--- config.mk ---
export PLATFORM = sky130hd
export DESIGN_NAME = smu_mul
export DESIGN_NICKNAME = d
export VERILOG_FILES = /design/src/design/smu_pkg.sv /design/src/design/smu_mul.sv
export SDC_FILE = /design/constraint.sdc
export NUM_CORES = 2
export LEC_CHECK = 0
export BUFFER_PORTS_ARGS = -buffer_cell sky130_fd_sc_hd__buf_2
export CAP_MARGIN = 20
export CORE_ASPECT_RATIO = 1.25
export CORE_UTILIZATION = 50
export DETAILED_ROUTE_END_ITERATION = 6
export GPL_TIMING_DRIVEN = 0
export PLACE_DENSITY = 0.63
export SLEW_MARGIN = 5
export SYNTH_ARGS = -nofsm -noshare
export SYNTH_HDL_FRONTEND = slang
export SYNTH_SLANG_ARGS = --single-unit
--- constraint.sdc ---
create_clock -name i_clk -period 8.5 [get_ports i_clk]
set_input_delay 0.85 -clock i_clk [delete_from_list [all_inputs] [get_ports i_clk]]
set_output_delay 0.85 -clock i_clk [all_outputs]
set_load 0.05 [all_outputs]
--- src/design/smu_pkg.sv ---
`timescale 1ns / 1ps
// ----------------------------------------------------------------------------
// smu_pkg: shared types and constants of the momentum update block
// Fixed-point widths, register codes, sequencer states and the settings
// clamp and saturation helpers.
// ----------------------------------------------------------------------------
package smu_pkg;

    localparam int IDX_W     = 12;  // element index port
    localparam int DATA_W    = 32;  // Q16.16 parameter, gradient, velocity
    localparam int Q_W       = 17;  // Q0.16 settings, 65536 = 1.0
    localparam int G_W       = 33;  // gradient plus decay term
    localparam int STEP_W    = 34;  // step before learning rate
    localparam int MUL_A_W   = 34;  // multiplier data operand
    localparam int PROD_W    = 36;  // rounded product and wide sums
    localparam int CFG_IDX_W = 3;

    localparam logic [Q_W-1:0] ONE_Q16 = 17'h10000;

    typedef enum logic [CFG_IDX_W-1:0] {
        CFG_LR       = 3'd0,
        CFG_MOMENTUM = 3'd1,
        CFG_DAMPEN   = 3'd2,
        CFG_DECAY    = 3'd3,
        CFG_NESTEROV = 3'd4
    } t_cfg_reg;

    typedef enum logic [3:0] {
        ST_CLEAR,
        ST_IDLE,
        ST_DECAY,
        ST_GRAD,
        ST_DAMP,
        ST_VMOM,
        ST_VSUM,
        ST_NEST,
        ST_LR,
        ST_OUT
    } t_state;

    typedef struct packed {
        logic signed [DATA_W-1:0] value;
        logic                     clip;
    } t_sat;

    // Limit a Q0.16 setting to 1.0.
    function automatic logic [Q_W-1:0] clamp_q16(input logic [Q_W-1:0] s);
        return (s > ONE_Q16) ? ONE_Q16 : s;
    endfunction

    // Saturate a wide signed value to 32 bits and flag the clip.
    function automatic t_sat sat32(input logic signed [PROD_W-1:0] x);
        t_sat r;
        if (x > PROD_W'(signed'(33'sh0_7FFF_FFFF))) begin
            r.value = 32'sh7FFF_FFFF;
            r.clip  = 1'b1;
        end else if (x < PROD_W'(signed'(33'sh1_8000_0000))) begin
            r.value = 32'sh8000_0000;
            r.clip  = 1'b1;
        end else begin
            r.value = x[DATA_W-1:0];
            r.clip  = 1'b0;
        end
        return r;
    endfunction

endpackage

--- src/design/smu_mul.sv ---
`timescale 1ns / 1ps
// ----------------------------------------------------------------------------
// smu_mul: registered fixed-point scale unit
// Multiplies a signed Q16.16 operand by an unsigned Q0.16 factor and rounds
// half toward plus infinity back to Q16.16; the result is registered.
// ----------------------------------------------------------------------------
module smu_mul import smu_pkg::*; (
    input  logic                      i_clk,
    input  logic signed [MUL_A_W-1:0] i_a,
    input  logic        [Q_W-1:0]     i_f,
    output logic signed [PROD_W-1:0]  o_prod
);

    localparam int FULL_W = MUL_A_W + Q_W + 1;

    logic signed [FULL_W-1:0] full;
    logic signed [PROD_W-1:0] r_prod;

    // Add half an LSB, then floor by the arithmetic shift.
    assign full = FULL_W'(i_a) * FULL_W'(signed'({1'b0, i_f}))
                + FULL_W'(signed'(17'sd32768));

    always_ff @(posedge i_clk) begin
        r_prod <= full[FULL_W-1 -: PROD_W];
    end

    assign o_prod = r_prod;

endmodule

==> results <==
- The number of max-slew violations in the final report was 0.
- The arrival time reported for the critical path endpoint is between 8 and 9 ns.
- The average instance in the mapped netlist occupies between 9 and 10 um^2.
- After filler insertion, the fill cell instance count of the layout stands at between 3000 and 4000.
- The critical path is of the input pin to flop type.
- The clock transition time at the flip-flop clock pins of the worst setup and hold paths is roughly 0.08 ns.
- The die boundary height is between 200 and 250 um.
- The root buffer selected by CTS is clkbuf_16.
- The max-slew headroom at the worst pin is 0.270.
- The share of the core filled with cells is 0.542.
- The total number of placement rows is 82.
- The highest net fanout along the worst path is 10.
- The number of violations reported at the end of detailed-routing iteration 0 is 932.
- Dividing the detail-routed wire length by the instance count gives roughly 21 um.
- After global routing the overflow that remains totals 0.
- The initial antenna violation count is 4.
- At the pin with the least slew margin, the transition time is around 1.1 ns.
- The sequential cells in the finished layout cover a total of roughly 720 um^2.
- The floorplan die area is ~0.042 mm^2.
- The synthesized netlist contains 46 unique library cells.
- Once detail routing completed, the nets flagged for antenna violations numbered 0.
- The required time of the worst setup path is 8.76 ns.
- For this run, the total global-route usage over all layers was measured as 0.304.
- The footprint of the multi-input gates is roughly 0.017 mm^2.
- Before CTS, the worst setup slack after placement is -0.323 ns.
- The number of sinks handled by clock tree synthesis is 36.
- The portion of the clock cycle consumed by the worst path in the final layout is 0.974.
- The routability congestion estimate is 0.937.
- CTS built an H-tree with a depth of 2.
- Counting flops with a built-in enable in the synthesized netlist gives 0.
- In the final layout, the share of cells above drive strength 1 is 0.0462.
- The category of the worst setup path launch point is an input pin.
- The commonest non-fill, non-tap cell in the layout is inv_1.
- The TritonCTS clock tree is built.
- Leaving out fill and tap cells, the most frequent cells in the layout are inv_1 (604), fa_1 (550), and2_1 (304).
- The total via count after detailed routing is 14900.
- Counting the buffers created by CTS gives 5.
- The number of setup buffers added after CTS is 0.
- The fraction of registers with async set or reset after synthesis is 0.
- The floorplan core area is ~0.040 mm^2.
- The start point of the critical path is i_f[10].
- Entering global routing, the biggest net connects 11 pins.
- The path category of the worst min-delay check is input pin to flop.
- The number of global-route vias before repair is 16700.
- The number of nets in the finished design is between 3000 and 4000.
- The starting density of the core is 0.510.
- The cell count after synthesis is approximately 2200.
- Summed over all layers, the routed wires come to around 59000 um.
- The synthesis warning total is 0.
- The most critical setup path has its endpoint at o_prod[34].
- The register with the most flip-flops in the layout has 36 of them.
- In this run the cell area of the synthesized design comes to just over 0.02 mm^2.
- Setup violations remaining at the end of the flow were counted as 0.
- The prevailing post-synth register cell is dfxtp_1.
- In this run the count of I/O pins placed on the die edge is a little under 90.
- Detailed placement ended at an HPWL of roughly 51000 um.
- The width of the die is 183 um.
- The register area share after synthesis is 0.0351.
- The reported max-cap violation count is 0.
- Setup repair after global routing left no endpoint under its margin.
- The final count of hold timing violations was 0.
- Derived from the worst setup path, the maximum achievable clock frequency is between 100 and 150 MHz.
- The run finished with clean final reports.
- Buffers placed on the I/O ports in this run total between 80 and 90.
- The worst setup path is captured at a flop.
- The first global-routing pass estimated between 90000 and 100000 um of wire.
- Dividing the detail-routed via count by the number of cells gives roughly 5.2.
- After synthesis the netlist holds a flip-flop and latch count of 36.
- Compared with the post-synthesis result, the final layout area differs by 6.24%.
- In the routed design, unresolved DRC markers number 0.
- The synthesized netlist net count is 2978.
- For this run, the detailed router's first-pass iteration total came to 6.
- The buffer levels on the longest clock path is 2.
- The post-layout minimum cycle time is about 8.3 ns.
- Once routing completed, OpenROAD measured the worst setup slack at around 0.22 ns.
cell usage after synthesis, types with 8 or more instances:
cell type | number | area [um^2]
o21ai_1 | 9 | 45.0
nand3_1 | 10 | 50.1
o21ai_0 | 8 | 40.0
xor2_1 | 11 | 96.3
ha_1 | 153 | 1910
fa_1 | 550 | 11000
and2_1 | 304 | 1900
dfxtp_1 | 36 | 721
nor2_1 | 19 | 71.3
a21oi_1 | 35 | 175
xnor2_1 | 30 | 263
inv_1 | 604 | 2270
nand2_1 | 293 | 1100
clkbuf_1 | 87 | 327
worst min-delay path by stage:
stage / from / end / slack [ns] / depth (start not counted)
floorplan: o_prod[0] / o_prod[0] / 1.29 / 0
global placement: o_prod[4] / o_prod[4] / 1.32 / 1
detailed placement: o_prod[14] / o_prod[14] / 1.32 / 1
CTS: i_a[0] / o_prod[0] / 1.55 / 7
global route: i_a[0] / o_prod[0] / 1.68 / 7
finish: i_a[0] / o_prod[0] / 1.53 / 7
worst max-delay path, cell delays in order:
cell	delay [ns]
clkbuf_1	0.53
clkbuf_1	0.68
nand2_1	0.18
fa_1	0.56
inv_1	0.06
fa_1	0.48
fa_1	0.58
fa_1	0.44
fa_1	0.49
inv_1	0.05
fa_1	0.47
inv_1	0.04
ha_1	0.33
a21oi_1	0.29
o21bai_1	0.20
nor4_4	0.60
nand4_1	0.59
nand2_2	0.36
o21ai_2	0.14
a211o_1	0.32
a21oi_2	0.16
xnor2_1	0.13
routing by layer:
| metal | share of wire | vias to the layer above | track usage |
|---|---|---|---|
| met5 | 0.00022 | - | 0 |
| met4 | 0.062 | 2 | 0.159 |
| met3 | 0.067 | 176 | 0.0484 |
| met2 | 0.50 | 569 | 0.525 |
| met1 | 0.37 | 7690 | 0.364 |
| li1 | - | 6508 | - |
layout make-up:
| class | count | area share |
|---|---|---|
| tap | 546 | 0.0313 |
| buffer | 87 | 0.0150 |
| antenna | 5 | 0.000573 |
| multi-input combinational | 1496 | 0.790 |
| inverter | 604 | 0.104 |
| sequential | 36 | 0.0330 |
| clock buffer | 7 | 0.00699 |
| timing repair buffer | 85 | 0.0195 |
logic make-up (layout without fill, tap and decap cells):
family,Yosys count,in the layout,share of synthesized area
adders and majority gates,703,703,0.629
DFF,36,36,0.0351
and+or+nand+nor,658,658,0.163
buffers and inverters,691,783,0.126
AOI/OAI and AO/OA,94,94,0.0300
other,0,5,0
xor gates and xnor gates,41,41,0.0175
stage by stage:
step	area (um^2)	setup TNS, ns	hold slack (ns)	cells
after CTS	21800	0	1.55	2861
after global placement	21700	-0.575	1.32	2854
after global routing	21800	0	1.68	2861
final	21800	0	1.53	2866
after floorplan	20600	0	1.29	2223
after detailed placement	21700	-1.23	1.32	2854
timing repair:
action | CTS | global route
hold buffers | 0 | 0
endpoints found under the setup margin | 0 | 9
gates resized for setup | 0 | 1
Power is left out: the tool's default activity adds up to more than one toggle a clock period on the data nets, which glitch-free logic cannot reach.
